File: config.mk
export PLATFORM = sky130hd
export DESIGN_NAME = glyph_font_rle_decoder
export DESIGN_NICKNAME = d
export VERILOG_FILES = /design/src/design/gfrd_pkg.sv /design/src/design/glyph_font_rle_decoder.sv /design/src/design/gfrd_parser.sv
export VERILOG_INCLUDE_DIRS = /design/src /design/src/design
export SDC_FILE = /design/constraint.sdc
export NUM_CORES = 1
export LEC_CHECK = 0
export BUFFER_PORTS_ARGS = -buffer_cell sky130_fd_sc_hd__buf_2
export CORE_MARGIN = 2
export CORE_UTILIZATION = 40
export CTS_CLUSTER_SIZE = 28
export DETAILED_ROUTE_END_ITERATION = 8
export HOLD_SLACK_MARGIN = 0.12
export PLACE_DENSITY_LB_ADDON = 0.15
export RECOVER_POWER = 50
export SLEW_MARGIN = 20
export SYNTH_ARGS = -nofsm -noshare
export SYNTH_HDL_FRONTEND = slang
export SYNTH_SLANG_ARGS = --single-unit
File: constraint.sdc
create_clock -name clock -period 10.2 [get_ports clock]
set_clock_uncertainty 0.15 [all_clocks]
set_input_delay 0 -clock clock [delete_from_list [all_inputs] [get_ports clock]]
set_output_delay 0 -clock clock [all_outputs]
set_load 0.1 [all_outputs]
File: src/design/glyph_font_rle_decoder_macros.svh
// ----------------------------------------------------------------------------
// Glyph font RLE decoder assertion macros
// Implication checks shared by the decoder's assertion section.
// ----------------------------------------------------------------------------
`ifndef GLYPH_FONT_RLE_DECODER_MACROS_SVH
`define GLYPH_FONT_RLE_DECODER_MACROS_SVH

// Same-cycle implication, disabled while reset is high.
`define GFRD_ASSERT_NOW(lbl, clk, rst, ante, cons) \
   lbl: assert property (@(posedge clk) disable iff (rst) (ante) |-> (cons)) \
      else $error("same-cycle check failed");

// Next-cycle implication, disabled while reset is high.
`define GFRD_ASSERT_NEXT(lbl, clk, rst, ante, cons) \
   lbl: assert property (@(posedge clk) disable iff (rst) (ante) |=> (cons)) \
      else $error("next-cycle check failed");

`endif

File: src/design/gfrd_pkg.sv
// ----------------------------------------------------------------------------
// Glyph font RLE decoder package
// Parser phases, result kinds, header magic and the result record.
// ----------------------------------------------------------------------------
package gfrd_pkg;

   localparam int unsigned COUNTER_W = 9;

   typedef enum logic [2:0] {
      PH_HEADER  = 3'd0,
      PH_CONTROL = 3'd1,
      PH_LITERAL = 3'd2,
      PH_REPEAT  = 3'd3,
      PH_SKIP    = 3'd4,
      PH_HALT    = 3'd5
   } phase_type;

   typedef enum logic [1:0] {
      KIND_RUN        = 2'd0,
      KIND_HEADER     = 2'd1,
      KIND_BAD_MAGIC  = 2'd2,
      KIND_ZERO_CELL  = 2'd3
   } kind_type;

   localparam logic [7:0] MAGIC_BYTES [4] = '{8'h46, 8'h4F, 8'h4E, 8'h31};
   localparam logic [7:0] CTRL_NOOP       = 8'h80;
   localparam logic [2:0] HDR_LAST_POS    = 3'd7;
   localparam logic [2:0] HDR_WIDTH_LO    = 3'd4;
   localparam logic [2:0] HDR_WIDTH_HI    = 3'd5;
   localparam logic [2:0] HDR_HEIGHT_LO   = 3'd6;

   typedef struct packed {
      logic        valid;
      kind_type    kind;
      logic [7:0]  pixel_value;
      logic [7:0]  run_length;
      logic [7:0]  glyph_index;
      logic [31:0] glyph_offset;
      logic        glyph_done;
      logic        font_done;
      logic [15:0] cell_width;
      logic [15:0] cell_height;
   } result_type;

endpackage

File: src/design/glyph_font_rle_decoder.sv
// ----------------------------------------------------------------------------
// Glyph font RLE decoder
// Parses a bitmap font byte stream: header check, then PackBits glyph runs.
//
//   Channel  Ports                        Direction  Beat
//   req      req_valid/req_stall + fields in         one file byte
//   rsp      rsp_valid/rsp_stall + fields out        one run or header status
//
// One byte is taken every cycle unless a stalled result holds the input register;
// a beat's result is parsed from the input register into the result register.
// Reset is synchronous and returns the parser to the header phase.
// While a result is stalled, the input register still takes one more beat.
// ----------------------------------------------------------------------------
module glyph_font_rle_decoder #(
   parameter int unsigned GLYPH_COUNT = 256
) (
   input  logic                clock,
   input  logic                reset,
   input  logic                req_valid,
   output logic                req_stall,
   input  logic [7:0]          req_data_byte,
   input  logic                req_new_file,
   output logic                rsp_valid,
   input  logic                rsp_stall,
   output logic [1:0]          rsp_kind,
   output logic [7:0]          rsp_pixel_value,
   output logic [7:0]          rsp_run_length,
   output logic [7:0]          rsp_glyph_index,
   output logic [31:0]         rsp_glyph_offset,
   output logic                rsp_glyph_done,
   output logic                rsp_font_done,
   output logic [15:0]         rsp_cell_width,
   output logic [15:0]         rsp_cell_height
);
   import gfrd_pkg::*;
   `include "glyph_font_rle_decoder_macros.svh"

   logic        in_valid_ff, in_valid_in;
   logic [7:0]  in_byte_ff;
   logic        in_new_ff;
   logic        out_block;
   logic        step;
   logic        accept;
   result_type  result;
   result_type  rsp_ff;
   logic        rsp_valid_ff, rsp_valid_in;

   assign out_block = rsp_valid_ff && rsp_stall;
   assign step      = in_valid_ff && !out_block;
   assign req_stall = in_valid_ff && out_block;
   assign accept    = req_valid && !req_stall;

   always_comb begin
      if (accept) begin
         in_valid_in = 1'b1;
      end else if (step) begin
         in_valid_in = 1'b0;
      end else begin
         in_valid_in = in_valid_ff;
      end
   end

   always_comb begin
      if (step) begin
         rsp_valid_in = result.valid;
      end else if (!rsp_stall) begin
         rsp_valid_in = 1'b0;
      end else begin
         rsp_valid_in = rsp_valid_ff;
      end
   end

   gfrd_parser #(
      .GLYPH_COUNT (GLYPH_COUNT)
   ) u_parser (
      .clock     (clock),
      .reset     (reset),
      .step      (step),
      .data_byte (in_byte_ff),
      .new_file  (in_new_ff),
      .result    (result)
   );

   always_ff @(posedge clock) begin
      if (reset) begin
         in_valid_ff  <= 1'b0;
         rsp_valid_ff <= 1'b0;
      end else begin
         in_valid_ff  <= in_valid_in;
         rsp_valid_ff <= rsp_valid_in;
      end
   end

   always_ff @(posedge clock) begin
      if (accept) begin
         in_byte_ff <= req_data_byte;
         in_new_ff  <= req_new_file;
      end
      if (step && result.valid) begin
         rsp_ff <= result;
      end
   end

   assign rsp_valid        = rsp_valid_ff;
   assign rsp_kind         = rsp_ff.kind;
   assign rsp_pixel_value  = rsp_ff.pixel_value;
   assign rsp_run_length   = rsp_ff.run_length;
   assign rsp_glyph_index  = rsp_ff.glyph_index;
   assign rsp_glyph_offset = rsp_ff.glyph_offset;
   assign rsp_glyph_done   = rsp_ff.glyph_done;
   assign rsp_font_done    = rsp_ff.font_done;
   assign rsp_cell_width   = rsp_ff.cell_width;
   assign rsp_cell_height  = rsp_ff.cell_height;

   `GFRD_ASSERT_NOW(a_stall_only_when_full, clock, reset, req_stall,
      rsp_valid && rsp_stall)
   `GFRD_ASSERT_NOW(a_run_length_range, clock, reset, rsp_valid && rsp_kind == KIND_RUN,
      rsp_run_length != 8'd0 && rsp_run_length <= 8'd128)
   `GFRD_ASSERT_NOW(a_status_no_run, clock, reset, rsp_valid && rsp_kind != KIND_RUN,
      rsp_run_length == 8'd0 && !rsp_glyph_done)
   `GFRD_ASSERT_NOW(a_font_done_glyph, clock, reset, rsp_valid && rsp_font_done,
      rsp_glyph_done)
   `GFRD_ASSERT_NEXT(a_held_beat_moves, clock, reset, req_stall && !rsp_stall,
      !req_stall)

endmodule

File: src/design/gfrd_parser.sv
// ----------------------------------------------------------------------------
// Glyph font RLE decoder parser
// Holds the parse state and turns one file byte into at most one result.
// ----------------------------------------------------------------------------
module gfrd_parser #(
   parameter int unsigned GLYPH_COUNT = 256
) (
   input  logic                clock,
   input  logic                reset,
   input  logic                step,
   input  logic [7:0]          data_byte,
   input  logic                new_file,
   output gfrd_pkg::result_type result
);
   import gfrd_pkg::*;

   phase_type              phase_ff, phase_in, phase_eff;
   logic [2:0]             pos_ff, pos_in, pos_eff;
   logic [15:0]            width_ff, width_in, width_eff;
   logic [15:0]            height_ff, height_in, height_eff;
   logic [31:0]            pixels_ff, pixels_in, pixels_eff;
   logic [31:0]            remaining_ff, remaining_in, remaining_eff;
   logic [COUNTER_W-1:0]   counter_ff, counter_in, counter_eff;
   logic [7:0]             pending_ff, pending_in, pending_eff;

   logic [7:0]             want;
   logic                   gdone;
   logic                   fdone;
   logic [7:0]             run_len;
   logic [COUNTER_W-1:0]   counter_plus;
   logic [7:0]             pending_dec;
   logic                   magic_bad;
   logic [15:0]            height_full;
   logic [31:0]            product;
   logic                   cell_zero;

   // A beat with new_file set sees the reset state.
   assign phase_eff     = new_file ? PH_HEADER : phase_ff;
   assign pos_eff       = new_file ? '0 : pos_ff;
   assign width_eff     = new_file ? '0 : width_ff;
   assign height_eff    = new_file ? '0 : height_ff;
   assign pixels_eff    = new_file ? '0 : pixels_ff;
   assign remaining_eff = new_file ? '0 : remaining_ff;
   assign counter_eff   = new_file ? '0 : counter_ff;
   assign pending_eff   = new_file ? '0 : pending_ff;

   assign want         = (phase_eff == PH_REPEAT) ? pending_eff : 8'd1;
   assign gdone        = {24'd0, want} >= remaining_eff;
   assign run_len      = gdone ? remaining_eff[7:0] : want;
   assign counter_plus = counter_eff + COUNTER_W'(1);
   assign fdone        = gdone && (counter_plus >= COUNTER_W'(GLYPH_COUNT));
   assign pending_dec  = pending_eff - 8'd1;
   assign magic_bad    = (pos_eff[2] == 1'b0) && (data_byte != MAGIC_BYTES[pos_eff[1:0]]);
   assign height_full  = {data_byte, height_eff[7:0]};
   assign product      = {16'd0, width_eff} * {16'd0, height_full};
   assign cell_zero    = (width_eff == 16'd0) || (height_full == 16'd0);

   always_comb begin
      unique case (phase_eff)
         PH_HEADER: begin
            if (magic_bad) begin
               phase_in = PH_HALT;
            end else if (pos_eff == HDR_LAST_POS) begin
               phase_in = cell_zero ? PH_HALT : PH_CONTROL;
            end else begin
               phase_in = PH_HEADER;
            end
         end
         PH_CONTROL: begin
            if (data_byte[7] == 1'b0) begin
               phase_in = PH_LITERAL;
            end else if (data_byte != CTRL_NOOP) begin
               phase_in = PH_REPEAT;
            end else begin
               phase_in = PH_CONTROL;
            end
         end
         PH_LITERAL: begin
            priority if (fdone) begin
               phase_in = PH_HALT;
            end else if (pending_dec == 8'd0) begin
               phase_in = PH_CONTROL;
            end else if (gdone) begin
               phase_in = PH_SKIP;
            end else begin
               phase_in = PH_LITERAL;
            end
         end
         PH_REPEAT: begin
            phase_in = fdone ? PH_HALT : PH_CONTROL;
         end
         PH_SKIP: begin
            phase_in = (pending_dec == 8'd0) ? PH_CONTROL : PH_SKIP;
         end
         PH_HALT: begin
            phase_in = PH_HALT;
         end
         default: begin
            phase_in = PH_HALT;
         end
      endcase
   end

   always_comb begin
      pos_in       = pos_eff;
      width_in     = width_eff;
      height_in    = height_eff;
      pixels_in    = pixels_eff;
      remaining_in = remaining_eff;
      counter_in   = counter_eff;
      pending_in   = pending_eff;
      result       = '0;
      unique case (phase_eff)
         PH_HEADER: begin
            if (magic_bad) begin
               result.valid = 1'b1;
               result.kind  = KIND_BAD_MAGIC;
            end else if (pos_eff == HDR_LAST_POS) begin
               height_in          = height_full;
               result.valid       = 1'b1;
               result.cell_width  = width_eff;
               result.cell_height = height_full;
               if (cell_zero) begin
                  result.kind = KIND_ZERO_CELL;
               end else begin
                  result.kind  = KIND_HEADER;
                  pixels_in    = product;
                  remaining_in = product;
                  counter_in   = '0;
               end
            end else begin
               pos_in = pos_eff + 3'd1;
               if (pos_eff == HDR_WIDTH_LO) begin
                  width_in = {8'd0, data_byte};
               end else if (pos_eff == HDR_WIDTH_HI) begin
                  width_in = {data_byte, width_eff[7:0]};
               end else if (pos_eff == HDR_HEIGHT_LO) begin
                  height_in = {8'd0, data_byte};
               end
            end
         end
         PH_CONTROL: begin
            if (data_byte[7] == 1'b0) begin
               pending_in = data_byte + 8'd1;
            end else if (data_byte != CTRL_NOOP) begin
               pending_in = (8'd0 - data_byte) + 8'd1;
            end
         end
         PH_LITERAL, PH_REPEAT: begin
            result.valid        = 1'b1;
            result.kind         = KIND_RUN;
            result.pixel_value  = data_byte;
            result.run_length   = run_len;
            result.glyph_index  = counter_eff[7:0];
            result.glyph_offset = pixels_eff - remaining_eff;
            result.glyph_done   = gdone;
            result.font_done    = fdone;
            pending_in          = (phase_eff == PH_LITERAL) ? pending_dec : 8'd0;
            if (gdone) begin
               counter_in   = counter_plus;
               remaining_in = pixels_eff;
            end else begin
               remaining_in = remaining_eff - {24'd0, run_len};
            end
         end
         PH_SKIP: begin
            pending_in = pending_dec;
         end
         PH_HALT: begin
         end
         default: begin
         end
      endcase
   end

   always_ff @(posedge clock) begin
      if (reset) begin
         phase_ff     <= PH_HEADER;
         pos_ff       <= '0;
         width_ff     <= '0;
         height_ff    <= '0;
         pixels_ff    <= '0;
         remaining_ff <= '0;
         counter_ff   <= '0;
         pending_ff   <= '0;
      end else if (step) begin
         phase_ff     <= phase_in;
         pos_ff       <= pos_in;
         width_ff     <= width_in;
         height_ff    <= height_in;
         pixels_ff    <= pixels_in;
         remaining_ff <= remaining_in;
         counter_ff   <= counter_in;
         pending_ff   <= pending_in;
      end
   end

endmodule

# Word level (Yosys, flattened, before mapping)
# Cells that the tools add are included.
dict set report word_totals {
  regBits 222
  in_bits 13
  out_inout_bits 94
  word_cells 129
}
dict set report op_classes {
  n_addsub 8
  mul 1
  order_cmp 3
  eq_ne 11
  muxes 64
  bitwise_logic 4
  reduce_logical 17
}
# operator n
set op_table {}
lappend op_table {{32-bit two-way mux} 10}
lappend op_table {{16-bit two-way mux} 13}
lappend op_table {{8-bit two-way mux} 8}
lappend op_table {{32-bit one-hot mux with 2 select lines} 1}
lappend op_table {{3-bit two-way mux} 16}
lappend op_table {{9-bit two-way mux} 5}
lappend op_table {{8-bit by 32-bit >= comparator with 1-bit output} 1}
lappend op_table {{16-bit logical NOT} 2}
lappend op_table {{16-bit by 16-bit multiplier with 32-bit output} 1}
lappend op_table {{32-bit subtractor} 1}
lappend op_table {{32-bit by 8-bit subtractor with 32-bit output} 1}
lappend op_table {{8-bit one-hot mux with 3 select lines} 1}
lappend op_table {{9-bit one-hot mux with 2 select lines} 1}
lappend op_table {{8-bit by 1-bit adder with 8-bit output (second input constant)} 2}
lappend op_table {{8-bit binary-select mux with 2-bit select} 1}
lappend op_table {{3-bit == test (second input constant)} 5}
lappend op_table {{3-bit one-hot mux with 5 select lines} 1}
lappend op_table {{9-bit by 1-bit adder with 9-bit output (second input constant)} 1}
lappend op_table {{9-bit >= comparator (second input constant)} 1}
lappend op_table {{8-bit logical NOT} 1}
lappend op_table {{8-bit inequality test} 1}
lappend op_table {{8-bit inequality test (second input constant)} 1}
lappend op_table {{1-bit by 8-bit subtractor with 8-bit output (first input constant)} 1}
lappend op_table {{8-bit by 1-bit subtractor with 8-bit output (second input constant)} 1}
lappend op_table {{17 further kinds} 31}

# Logic depth before layout (Yosys ltp)
dict set report logic_depth {
  ltp_word 10
  ltp_mapped 28
  mapped_depth_nobuf 22
}

# Hierarchy
# A second synthesis with hierarchy kept.
dict set report unflattened {
  cells_unflattened 2489
  hier_area_um2 21509.4
}
# module instances cells_per_inst area_each_um2 seq_area_each_um2
set by_module_without_submodules {}
lappend by_module_without_submodules {gfrd_parser 1 2376 18382.6 2222.1}
lappend by_module_without_submodules {glyph_font_rle_decoder 1 113 3126.7 3072.9}

# Least setup slack after synthesis
# OpenSTA, ideal clock, no wires.
dict set report synth_path {
  kind {flip-flop to flip-flop}
  from {register in_new_ff}
  to {register u_parser.remaining_ff[29]}
  setup_time_ps 79
  arrival_ps 7081
  t_required_ps 9971
  path_slack_ps 2890
  stages_incl_launch_ff 29
  path_buffers 6
  synth_period_minus_slack_ps 7310
  cell_sequence {edfxtp_1 > clkbuf_2 > buf_2 > buf_2 > buf_1 > buf_2 > nor2b_1 > clkbuf_1 > nand2_1 > fa_1 > inv_1 > fa_1 > inv_1 > fa_1 > inv_1 > fa_1 > fa_1 > inv_1 > fa_1 > inv_1 > ha_1 > a21oi_2 > o21ai_1 > a31o_1 > o31ai_4 > a211oi_2 > o41a_1 > or4b_1 > o211ai_1}
}
dict set report synth_via {
  elab_chain_len 9
  word_cells_on_any_way 32
  classes_between {1 x add/sub; 1 x mul; 1 x order compare; 4 x eq/ne; 17 x mux; 2 x bitwise; 6 x reduce/logical}
}
# item line
set synth_lines {}
lappend synth_lines {{from (decl)} glyph_font_rle_decoder.sv:40} ;# logic in_new_ff;
lappend synth_lines {{from (signal assigned)} glyph_font_rle_decoder.sv:97} ;# in_new_ff <= req_new_file;
lappend synth_lines {{branches (longest 8 deep; another with 8-bit by 32-bit >= comparator with 1-bit output)} --}
lappend synth_lines {{32-bit one-hot mux with 2 select lines *} gfrd_parser.sv:113} ;# unique case (phase_eff)
lappend synth_lines {{to (signal assigned)} gfrd_parser.sv:192} ;# remaining_ff <= remaining_in;
lappend synth_lines {{to (decl)} gfrd_parser.sv:22} ;# logic [31:0] remaining_ff, remaining_in, remaining_eff;
# Every way passes the cells marked *. The select of a mux whose other input is x is not followed.
# A chain may end at the register's enable or synchronous reset.

# Final worst setup path
dict set report layout_path {
  from {register in_new_ff}
  to {register u_parser.remaining_ff[22]}
}
dict set report layout_via {
  word_cells_on_any_way 32
  classes_between {1 x add/sub; 1 x mul; 1 x order compare; 4 x eq/ne; 17 x mux; 2 x bitwise; 6 x reduce/logical}
}
# item line
set layout_lines {}
lappend layout_lines {{3-bit two-way mux} gfrd_parser.sv:38} ;# assign phase_eff = new_file ? PH_HEADER : phase_ff;
lappend layout_lines {{3-bit by 2-bit == test with 1-bit output} gfrd_parser.sv:47} ;# assign want = (phase_eff == PH_REPEAT) ? pending_eff : 8'd1;
lappend layout_lines {{8-bit two-way mux} gfrd_parser.sv:47}
lappend layout_lines {{8-bit by 32-bit >= comparator with 1-bit output} gfrd_parser.sv:48} ;# assign gdone = {24'd0, want} >= remaining_eff;
lappend layout_lines {{8-bit two-way mux *} gfrd_parser.sv:49} ;# assign run_len = gdone ? remaining_eff[7:0] : want;
lappend layout_lines {{via u_parser.run_len[1]} gfrd_parser.sv:29} ;# logic [7:0] run_len;
lappend layout_lines {{32-bit by 8-bit subtractor with 32-bit output *} gfrd_parser.sv:163} ;# remaining_in = remaining_eff - {24'd0, run_len};
lappend layout_lines {{32-bit two-way mux *} gfrd_parser.sv:159} ;# if (gdone) begin
lappend layout_lines {{32-bit one-hot mux with 2 select lines *} gfrd_parser.sv:113}
# Mark *: on every way through the listed nets, which the timed path passes. The rest lies on a longest branch. The select of a mux whose other input is x is not followed.

==> metrics.log <==
INFO  metric result_of_the_run = finished with violations
INFO  metric violations = capacitance limit, slew limit
INFO  metric tightest_hold_check_type = input port to flip-flop
INFO  metric dieWidth = 236 um
INFO  metric floorplan.initialDensity = 40.7%
INFO  metric regToRegEndpoint = u_parser.remaining_ff[22]$_SDFFE_PP0P_
INFO  metric grt_setup_unrepaired = false
INFO  metric drc_errors = 0
INFO  metric routed_via_density = 5.58
INFO  metric tritoncts_clock_tree = yes
INFO  metric fp.dieH = 236 um
INFO  metric setup_buffers_after_cts = 0
INFO  metric max_freq = 123 MHz
INFO  metric hpwl = 46300 um
INFO  metric finalNetCount = 2916
INFO  metric tightest_slew = 3020 ps
INFO  metric hold_path_end = rsp_valid$_SDFFE_PP0P_
INFO  metric hold_viol_final = 0
INFO  metric cell_by_cell_listing_of_the_critical_path = clkbuf_1 -> nor2b_1 -> nor2_1 -> ha_1 -> nand2b_1 -> a211oi_1 -> o21ai_0 -> nand3_2 -> buf_4 -> nor2_1 -> a21oi_1 -> inv_1 -> fa_1 -> nor2b_1 -> o2111ai_1 -> and3_1 -> o22ai_1 -> nor3_1 -> xor2_1 -> a211o_1 -> a31oi_1
INFO  metric critical_path.reg2reg.startpoint = in_new_ff$_DFFE_PP_
INFO  metric avgSynthCellArea = 8.63 um^2
INFO  metric crit_path_max_fanout = 45
INFO  metric cp.required = 10560 ps
INFO  metric synth_commonest_cells = 274 x sky130_fd_sc_hd__inv_1, 271 x sky130_fd_sc_hd__nand2_1, 196 x sky130_fd_sc_hd__fa_1, 184 x sky130_fd_sc_hd__nor2_1, 165 x sky130_fd_sc_hd__and2_1
INFO  metric cap_viol_max_count = 4
INFO  metric overall_overflow_remaining_after_global_route = 0
INFO  metric synth.lib_cells_used.distinct = 94
INFO  metric critical_path.top_delay_family = buffers and inverters
INFO  metric clock_path_buffers = 3
INFO  metric ff2ff_setup_slack = 2100 ps
INFO  metric end_kind = flip-flop
INFO  metric die_area = 0.0555 mm^2
INFO  metric synthArstFlopShare = 0%
INFO  metric synth_enable_flop_cells = 101
INFO  metric fillers = 5282
INFO  metric cpMaxStageDelayCell = sky130_fd_sc_hd__clkbuf_1
INFO  metric drive_above_1_share = 5.18%
INFO  metric fin_tns_setup = 0 ps
INFO  metric synth_largest_type_area_fraction = 18.3%
INFO  metric vdd_ir_drop_max = 0.000131 V
INFO  metric synthToLayoutAreaGrowth = 9.96%
INFO  metric synth_area_leaders = sky130_fd_sc_hd__fa_1 18%, sky130_fd_sc_hd__edfxtp_1 14%, sky130_fd_sc_hd__dfxtp_1 11%
INFO  metric synth-seq-cells = 214
INFO  metric clock_h_tree_levels = 1
INFO  metric cell_internal_pwr = 1.63 mW
INFO  metric max_slew_margin = -102%
INFO  metric netlist.top_cell.by_area = sky130_fd_sc_hd__fa_1
INFO  metric grt_pass1_vias = 18500
INFO  metric clock_latency = 590 ps
INFO  metric total_switching_power = 0.799 mW
INFO  metric drt_wl_total = 64200 um
INFO  metric yosysMostFrequentCell = sky130_fd_sc_hd__inv_1
INFO  metric total_inserted_antenna_cells = 0
INFO  metric routed-via-count = 18100
INFO  metric finalPower = 2.43 mW
INFO  metric root_buffer_cell = sky130_fd_sc_hd__clkbuf_16
INFO  metric share_comb_of_total_power = 21.6%
INFO  metric critical-path-max-stage-delay = 1770 ps
INFO  metric grt_pass1_wl = 102000 um
INFO  metric critical_path_arrival = 8450 ps
INFO  metric power.leakage = 10.1 nW
INFO  metric floorplan.core_area = 0.0528 mm^2
INFO  metric dominantRegCellSynth = sky130_fd_sc_hd__dfxtp_1
INFO  metric seqPwrFrac = 39.1%
INFO  metric period_utilisation_layout = 79.4%
INFO  metric globalplace.congestion = 0.880
INFO  metric synthesis.yosys.warnings = 0
INFO  metric rows = 84
INFO  metric grt_use_total = 23.1%
INFO  metric clockPowerShare = 39.3%
INFO  metric powerDensity = 103 mW/mm^2
INFO  metric seq_area_frac_synth = 24.7%
INFO  metric p_sw_share = 32.9%
INFO  metric cts_sinks = 214
INFO  metric critical_path_class = flip-flop to flip-flop
INFO  metric boundaryPins = 107
INFO  metric r2r_cells = 21
INFO  metric critical_path_buf_inv_count = 3
INFO  metric slew_violations = 176
INFO  metric min_delay_path_depth = 4
INFO  metric port-buffer-count = 106
INFO  metric syn_nets = 2859
INFO  metric clkTransAtPathRegs = 60 ps
INFO  metric antenna_found_initial = 1
INFO  metric postRouteAntennaNets = 0
INFO  metric synth_cells = 2488
INFO  metric seqCellArea = 0.00530 mm^2
INFO  metric drt-initial-drc-count = 1297
INFO  metric netlist_area = 0.0215 mm^2
INFO  metric multi_input_area = 0.0146 mm^2
INFO  metric finalSetupViolations = 0
INFO  metric cts_buffers = 27
INFO  metric post-route-min-period = 8100 ps
INFO  metric worst_hold_startpoint = rsp_stall
INFO  metric grt_start_max_net_pins = 93
INFO  metric detail_route.wl_per_cell = 19.7 um
INFO  metric cp-start-kind = flip-flop
INFO  metric detail_route.first_pass.iterations = 5
## cells by family after synthesis
group	share of synthesized area, %
xor+xnor	3.02
flops	24.7
simple gates	20.9
mux	0.513
fa+ha+maj	27.7
buf+inv	7.54
compound gates	15.6
## power by group through the flow
stage	sequential [mW]	clock, mW	combinational [mW]
after floorplan	1.05	0	0.305
after global placement	0.964	0	0.513
after detailed placement	0.965	0	0.517
after CTS	0.947	0.973	0.526
after global routing	0.950	1.00	0.570
final	0.947	0.953	0.525
## cells in the final DEF (no fill, tap or decap), drive strengths merged, types with 6 or more instances in the layout
cell	synthesis	layout
nor2b	66	66
o31ai	6	6
a211oi	23	23
fa	196	196
nor4	15	15
a21o	31	31
clkbuf	109	133
a32oi	7	7
inv	274	277
buf	34	49
nand2b	16	16
nand2	273	273
o22ai	10	10
xor2	33	33
a311oi	9	9
edfxtp	101	101
a221o	6	6
o21ai	110	110
a21oi	147	147
ha	162	162
xnor2	41	41
nor2	184	184
mux2i	11	11
nand3	51	51
and2	165	165
and4	6	6
a22oi	37	37
a221oi	19	19
o211ai	13	13
or3	8	8
dlygate4sd3	0	23
dfxtp	113	113
nand4	14	14
a31oi	21	21
o21a	15	15
nor3	56	56
and3	18	18
clkinv	2	11
## layer usage
layer  vias up  GRT usage (%)  part of all wire [%]  wire length [um]
li1       8557              -                     -                 -
met2       551           39.7                    48             31000
met1      8957           31.3                    44             28500
met4         0           5.39                   2.0              1270
met5         -              0                     0                 0
met3        78           2.33                   5.4              3470
## worst reg2reg max path: cells and delay by family, from the launching register on
family	cells	cell delay (ps)
AOI/OAI and AO/OA	7	1920
xor gates and xnor gates	1	190
adders and majority gates	2	730
buffers and inverters	3	2350
DFF	1	750
and+or+nand+nor	8	1980
## metrics by stage
step / instance area [um^2] / instances / utilization (%) / hold slack, ps / setup slack [ps]
floorplan: 21500 / 2488 / - / -51.1 / 2890
global placement: 22600 / 3180 / 42.9 / 31.4 / 2390
detailed placement: 22600 / 3181 / 42.9 / 32.1 / 2890
CTS: 23800 / 3254 / 45.0 / 151 / 2860
global route: 23600 / 3254 / 44.7 / 192 / 1580
finish: 23600 / 3254 / 44.7 / 163 / 2100
## cell type report
cell class	count	area share (%)
Multi-Input combinational cell	1855	61.8
Sequential cell	214	22.4
Inverter	276	4.42
Timing Repair Buffer	171	4.01
Tap cell	688	3.65
Clock buffer	34	3.15
Clock inverter	16	0.588
## state kept, by name, indices dropped and copies added, names as in the netlist, 8 cells and up
register and flops:
rsp_glyph_index 8, rsp_run_length 8, u_parser.pixels_ff 32, u_parser.height_ff 8
in_byte_ff 8, rsp_glyph_offset 32, u_parser.remaining_ff 32, u_parser.width_ff 16
u_parser.pending_ff 8, rsp_pixel_value 8, rsp_cell_width 16, rsp_cell_height 16
u_parser.counter_ff 9
## worst max path at each step
stage	from	depth (start not counted)	end
finish	in_new_ff$_DFFE_PP_	21	u_parser.remaining_ff[22]$_SDFFE_PP0P_
global route	in_new_ff$_DFFE_PP_	21	u_parser.remaining_ff[22]$_SDFFE_PP0P_
CTS	in_new_ff$_DFFE_PP_	20	u_parser.remaining_ff[30]$_SDFFE_PP0P_
detailed placement	in_new_ff$_DFFE_PP_	20	u_parser.remaining_ff[30]$_SDFFE_PP0P_
global placement	in_new_ff$_DFFE_PP_	22	u_parser.remaining_ff[29]$_SDFFE_PP0P_
floorplan	in_new_ff$_DFFE_PP_	28	u_parser.remaining_ff[29]$_SDFFE_PP0P_
## what timing repair did
item / CTS / global route
hold buffers: 23 / 0
gates resized for setup: 0 / 0
hold endpoints to repair: 59 / 0
(Power assumes the default switching activity.)
